### src/rtl/fjpm_pkg.sv
// Shared types and constants of the flash journal pointer manager.
// Used by the interfaces, controller, datapath, top level and checker.
package fjpm_pkg;

  localparam int MAX_BLOCKS  = 4096;
  localparam int MAX_RETRIES = 8;
  localparam int PAGE_W      = 24;
  localparam int BLK_W       = $clog2(MAX_BLOCKS);
  localparam int CNT_W       = BLK_W + 1;
  localparam int RETRY_W     = (MAX_RETRIES > 1) ? $clog2(MAX_RETRIES) : 1;
  localparam int BAD_SHIFT   = 6;
  localparam int CFG_W       = 13;
  localparam int CFG_IDX_W   = 2;

  localparam logic [CNT_W-1:0]   BLK_CNT_RST  = CNT_W'(MAX_BLOCKS);
  localparam logic [3:0]         LPPB_RST     = 4'd6;
  localparam logic [3:0]         LGP_RST      = 4'd2;
  localparam logic [CNT_W-1:0]   BAD_LAST_RST = CNT_W'(MAX_BLOCKS >> BAD_SHIFT);
  localparam logic [RETRY_W-1:0] RETRY_LAST   = RETRY_W'(MAX_RETRIES - 1);

  typedef enum logic [CFG_IDX_W-1:0] {
    CFG_BLOCK_COUNT = 2'd0,
    CFG_LOG2_PPB    = 2'd1,
    CFG_LOG2_GROUP  = 2'd2
  } cfg_idx_t;

  typedef enum logic [2:0] {
    ACT_RESET   = 3'd0,
    ACT_MARK    = 3'd1,
    ACT_ENQUEUE = 3'd2,
    ACT_DEQUEUE = 3'd3,
    ACT_CLEAR   = 3'd4
  } action_t;

  typedef enum logic [1:0] {
    STS_OK   = 2'd0,
    STS_FULL = 2'd1,
    STS_BAD  = 2'd2
  } status_t;

  typedef enum logic [4:0] {
    S_CLEAR, S_IDLE, S_EXEC,
    S_MET1, S_MET2, S_MET3, S_MET4, S_MET5,
    S_ENQ_CHK, S_ENQ_PROG, S_HS_A, S_HS_B, S_TS_A, S_TS_B, S_FIN
  } state_t;

  typedef enum logic [4:0] {
    DP_NONE, DP_CLR, DP_LOAD, DP_INIT, DP_MARK, DP_CLEARJ,
    DP_MET1, DP_MET2, DP_MET3, DP_MET4, DP_MET5,
    DP_ENQ_FULL, DP_ENQ_PROG, DP_HS_A, DP_HS_B,
    DP_DEQ, DP_TS_A, DP_TS_B, DP_OUT
  } dp_op_t;

  typedef struct packed {
    logic       clr_done;
    logic [2:0] action;
    logic       full;
    logic       enq_scan;
    logic       deq_scan;
    logic       at_tail;
    logic       at_head;
    logic       rd_bad;
    logic       cnt_last;
  } dp_stat_t;

  typedef struct packed {
    logic [1:0]        status;
    logic [PAGE_W-1:0] head_page;
    logic [PAGE_W-1:0] tail_page;
    logic [PAGE_W-1:0] root_page;
    logic              root_valid;
    logic              erase_request;
    logic [BLK_W-1:0]  erase_block_number;
    logic              checkpoint_request;
    logic [PAGE_W-1:0] checkpoint_page;
    logic [PAGE_W-1:0] journal_size;
    logic [PAGE_W-1:0] journal_capacity;
    logic [7:0]        epoch_count;
  } out_item_t;

endpackage

### src/rtl/fjpm_ctrl.sv
// Controller state machine: sequences the datapath and runs the channel handshakes.
// Depends on fjpm_pkg for state, command and status types.
module fjpm_ctrl (
  input  logic               clk,
  input  logic               rst_n,
  input  logic               in_valid,
  output logic               in_ready,
  output logic               out_valid,
  input  logic               out_ready,
  input  fjpm_pkg::dp_stat_t stat,
  output fjpm_pkg::dp_op_t   op
);

  fjpm_pkg::state_t state_r, state_nxt;
  logic             pre_r, pre_nxt;
  logic             out_valid_r, out_valid_nxt;

  always_ff @(posedge clk) begin
    if (!rst_n) begin
      state_r     <= fjpm_pkg::S_CLEAR;
      pre_r       <= 1'b0;
      out_valid_r <= 1'b0;
    end else begin
      state_r     <= state_nxt;
      pre_r       <= pre_nxt;
      out_valid_r <= out_valid_nxt;
    end
  end

  always_comb begin
    state_nxt     = state_r;
    pre_nxt       = pre_r;
    out_valid_nxt = out_valid_r && !out_ready;
    op            = fjpm_pkg::DP_NONE;
    in_ready      = 1'b0;

    unique case (state_r)
      fjpm_pkg::S_CLEAR: begin
        op = fjpm_pkg::DP_CLR;
        if (stat.clr_done) state_nxt = fjpm_pkg::S_IDLE;
      end
      fjpm_pkg::S_IDLE: begin
        in_ready = 1'b1;
        if (in_valid) begin
          op        = fjpm_pkg::DP_LOAD;
          state_nxt = fjpm_pkg::S_EXEC;
        end
      end
      fjpm_pkg::S_EXEC: begin
        state_nxt = fjpm_pkg::S_MET1;
        unique case (stat.action)
          fjpm_pkg::ACT_RESET:   op = fjpm_pkg::DP_INIT;
          fjpm_pkg::ACT_MARK:    op = fjpm_pkg::DP_MARK;
          fjpm_pkg::ACT_ENQUEUE: pre_nxt = 1'b1;
          fjpm_pkg::ACT_DEQUEUE: begin
            op = fjpm_pkg::DP_DEQ;
            if (stat.deq_scan) state_nxt = fjpm_pkg::S_TS_A;
          end
          fjpm_pkg::ACT_CLEAR:   op = fjpm_pkg::DP_CLEARJ;
          default: ;
        endcase
      end
      fjpm_pkg::S_MET1: begin
        op = fjpm_pkg::DP_MET1;
        state_nxt = fjpm_pkg::S_MET2;
      end
      fjpm_pkg::S_MET2: begin
        op = fjpm_pkg::DP_MET2;
        state_nxt = fjpm_pkg::S_MET3;
      end
      fjpm_pkg::S_MET3: begin
        op = fjpm_pkg::DP_MET3;
        state_nxt = fjpm_pkg::S_MET4;
      end
      fjpm_pkg::S_MET4: begin
        op = fjpm_pkg::DP_MET4;
        state_nxt = fjpm_pkg::S_MET5;
      end
      fjpm_pkg::S_MET5: begin
        op = fjpm_pkg::DP_MET5;
        pre_nxt = 1'b0;
        state_nxt = pre_r ? fjpm_pkg::S_ENQ_CHK : fjpm_pkg::S_FIN;
      end
      fjpm_pkg::S_ENQ_CHK: begin
        // a full journal changes nothing, so the metrics stand
        if (stat.full) begin
          op        = fjpm_pkg::DP_ENQ_FULL;
          state_nxt = fjpm_pkg::S_FIN;
        end else begin
          state_nxt = fjpm_pkg::S_ENQ_PROG;
        end
      end
      fjpm_pkg::S_ENQ_PROG: begin
        op = fjpm_pkg::DP_ENQ_PROG;
        state_nxt = stat.enq_scan ? fjpm_pkg::S_HS_A : fjpm_pkg::S_MET1;
      end
      fjpm_pkg::S_HS_A: begin
        op = fjpm_pkg::DP_HS_A;
        state_nxt = fjpm_pkg::S_HS_B;
      end
      fjpm_pkg::S_HS_B: begin
        op = fjpm_pkg::DP_HS_B;
        if (stat.at_tail || !stat.rd_bad || stat.cnt_last) begin
          state_nxt = fjpm_pkg::S_MET1;
        end else begin
          state_nxt = fjpm_pkg::S_HS_A;
        end
      end
      fjpm_pkg::S_TS_A: begin
        op = fjpm_pkg::DP_TS_A;
        state_nxt = stat.at_head ? fjpm_pkg::S_MET1 : fjpm_pkg::S_TS_B;
      end
      fjpm_pkg::S_TS_B: begin
        op = fjpm_pkg::DP_TS_B;
        if (!stat.rd_bad || stat.cnt_last) begin
          state_nxt = fjpm_pkg::S_MET1;
        end else begin
          state_nxt = fjpm_pkg::S_TS_A;
        end
      end
      fjpm_pkg::S_FIN: begin
        // hold until the output register is free
        if (!out_valid_r || out_ready) begin
          op            = fjpm_pkg::DP_OUT;
          out_valid_nxt = 1'b1;
          state_nxt     = fjpm_pkg::S_IDLE;
        end
      end
      default: state_nxt = fjpm_pkg::S_IDLE;
    endcase
  end

  assign out_valid = out_valid_r;

endmodule

### config.mk
export PLATFORM = sky130hd
export DESIGN_NAME = fjpm_ctrl
export DESIGN_NICKNAME = d
export VERILOG_FILES = /design/src/rtl/fjpm_pkg.sv /design/src/rtl/fjpm_ctrl.sv
export SDC_FILE = /design/constraint.sdc
export NUM_CORES = 1
export LEC_CHECK = 0
export ABC_AREA = 1
export BUFFER_PORTS_ARGS = -buffer_cell sky130_fd_sc_hd__buf_2
export CORE_MARGIN = 1.5
export CORE_UTILIZATION = 44
export DETAILED_ROUTE_END_ITERATION = 10
export PLACE_DENSITY_LB_ADDON = 0.15
export SLEW_MARGIN = 25
export SYNTH_ARGS = -nofsm -noshare
export SYNTH_HDL_FRONTEND = slang
export SYNTH_SLANG_ARGS = --single-unit
### constraint.sdc
create_clock -name clk -period 1.2 [get_ports clk]
set_input_delay 0.18 -clock clk [delete_from_list [all_inputs] [get_ports clk]]
set_output_delay 0.18 -clock clk [all_outputs]
set_load 0.02 [all_outputs]
==> impl_metrics.ini <==
[sta]
setup_violations = 12
fin_ws_ns = -0.4837
fin_crit_sh = 1.403
fmaxAchievable_ghz = 0.5939
finClkSkew_ns = 0.008488
grt_setup_unrepaired = yes
hold-worst-slack_ns = 0.1685
report.final.slew_viol_count = 0
slew_headroom = 0.7603
fin_crit_ns = 1.684
hold_viol = 0
worst_slew_pin_slew_ns = 0.3583

[worst_setup_path]
worstReg2RegEnd = state_r[1]
regToRegSetupSlack_ns = -0.35
cp_slowest_cell = dfxtp_4
cp-start-kind = register
path_class = reg -> out
worst-path-max-fanout = 5
crit_family = flip-flops
end_kind = output port
worstRegToRegCells = 11
rr_startpoint = state_r[0]
worstPathCellList = inv_1 -> nand2_1 -> nor2_4 -> a211oi_2 -> nand3_2 -> buf_6
crit_path_max_incr_delay_ns = 0.41
cp.required_ns = 1.02
cp.buffers_inverters = 2
worstPathArrival_ns = 1.50

[grt]
grt-ovfl-total = 0
antenna_found_initial = 0
grt.total_usage = 0.3528
grt_pass1_wl_um = 4747
first_global_vias = 1055
grt_max_degree = 6

[power_and_ir_drop]
power_mw = 0.7865
ir_worst_vdd_uv = 628.7
power_density_mw_per_mm2 = 584.2
total_leakage_power_nw = 0.7119

[yosys]
syn_avg_cell_area_um2 = 5.495
ys_warn_count = 0
synth_top_family_by_area = simple AND/OR/NAND/NOR gates
synth-simple-area-share = 0.5902
syn_nets = 140
synth_seq_cells = 6
synth_mux_area_frac = 0
yosysSeqAreaShare = 0.1749
synth_top_area_share = 0.1749
yosysTopAreaCell = dfxtp_1
netlist_area_um2 = 686.9
synth_compound_area_frac = 0.1311
syn_inst = 125
yosys.cell_types.count = 23
synth_fa_ha_area_frac = 0
synth.area.top_cells = dfxtp_1, nand2_1, nor2_1, inv_1, nand3_1
synthXorXnorAreaFrac = 0

[die]
die-area_mm2 = 0.001807
die_x_um = 42.51
initial_core_util = 0.4613
row_count = 14
die_y_um = 42.51
coreArea_mm2 = 0.001489
ios = 22

[worst_hold_path]
hold_depth = 3
min_from = rst_n
hold_end = state_r[3]
hp-class = in -> reg

[cells_and_area]
fin_nets = 197
drive_above_1_share = 0.5856
fin_util = 0.9042
final_cell_area_mm2 = 0.001346
fill_cells = 62
area_growth_syn_to_layout_pct = 95.99
diodes = 0

[placed_design]
place_hpwl_um = 1905
place.gp.congestion = 0.9163
place_area_mm2 = 0.001045
portBuffers = 21

[drt]
viasPerCell = 6.157
drc_errors = 0
routed_wl_um = 3803
wire_per_inst_um = 19.30
num_vias = 1213
first_pass_iters = 6
ant_nets = 0
first_iter_violations = 75

[status]
status = finished with violations
violations = negative setup slack

[clock_network]
root_buffer = clkbuf_4
clk_path_buf_depth = 2
clk_pin_slew_ns = 0.06
clk_latency_ns = 0.26
htreeDepth = 1
cts_hold_buf = 0
numCtsBuffers = 3
clkSinkCount = 6
cts_tree = done

[run]
maxCapViolations = 0
[worst register-to-register path: cells and delay by family (launching register included)]
| family | cells | cell delay (ns) |
|---|---|---|
| simple gates | 6 | 0.49 |
| buf+inv | 4 | 0.42 |
| compound gates | 1 | 0.14 |
| flops | 1 | 0.42 |
[how the worst max path moves through the flow]
stage | start | to | cells after the start
2_1_floorplan | state_r[2] | op[0] | 7
3_3_place_gp | state_r[1] | op[2] | 7
3_5_place_dp | state_r[1] | op[2] | 7
4_1_cts | state_r[1] | op[0] | 8
5_1_grt | state_r[1] | op[1] | 6
6_report | state_r[1] | op[1] | 6
[routing by layer]
metal | vias to the layer above | GRT usage | wire (um)
li1 | 525 | - | -
met1 | 530 | 0.4089 | 1384
met2 | 118 | 0.6092 | 1799
met3 | 40 | 0.05172 | 368
met4 | 0 | 0.2000 | 251
met5 | - | 0 | 0
[cell type report]
type,instances,area [um^2],area share
clock buffer,4,26.28,0.01952
inverter,19,83.83,0.06227
multi-input combinational,100,683.2,0.5074
sequential,6,135.1,0.1004
tap,16,20.02,0.01487
timing repair buffer,52,397.9,0.2955
[cells by family after synthesis]
group           Yosys count
buf+inv                  19
compound gates           15
simple gates             85
flops                     6
[power breakdown]
part | switching, mW | internal [mW] | total [mW]
clock | 0.0938 | 0.127 | 0.221
sequential | 0.0205 | 0.202 | 0.222
combinational | 0.194 | 0.149 | 0.343
[cells in the final DEF, fill, tap and decap left out, drive strengths merged, types with 3 or more instances in the layout]
cell	instances
buf	52
nand2	34
nor2	26
inv	19
nand3	14
a21oi	7
dfxtp	6
nor3	4
clkbuf	4
nand4	3
nand3b	3
o21ai	3
[state kept, by name (all words and copies together) (netlist names)]
register   flops
state_r        4
out_valid      1
pre_r          1
[stage by stage]
step	setup slack, ns	cells	TNS, ns
2_1_floorplan	-0.004131	125	-0.006386
3_5_place_dp	-0.1832	186	-0.9737
4_1_cts	-0.3834	194	-2.360
5_1_grt	-0.6322	197	-4.155
6_report	-0.4837	197	-3.695
3_3_place_gp	-0.1482	186	-0.7533
[Yosys cell counts (all sizes together)]
master and count:
and3 1, a211oi 1, nand4 3, dfxtp 6, nand3b 3, o22ai 1, o21ai 3, o31ai 1
nand3 14, nor3 4, nor2 26, a31oi 1, nand2 34, inv 18, clkinv 1, a21oi 7
o2111ai 1
[what timing repair did]
action	in CTS	in global routing
pin swaps	8	9
gates resized for setup	35	31
buffers inserted	4	3
endpoints found under the setup margin	10	11
Power figures use the tool's default switching activity.
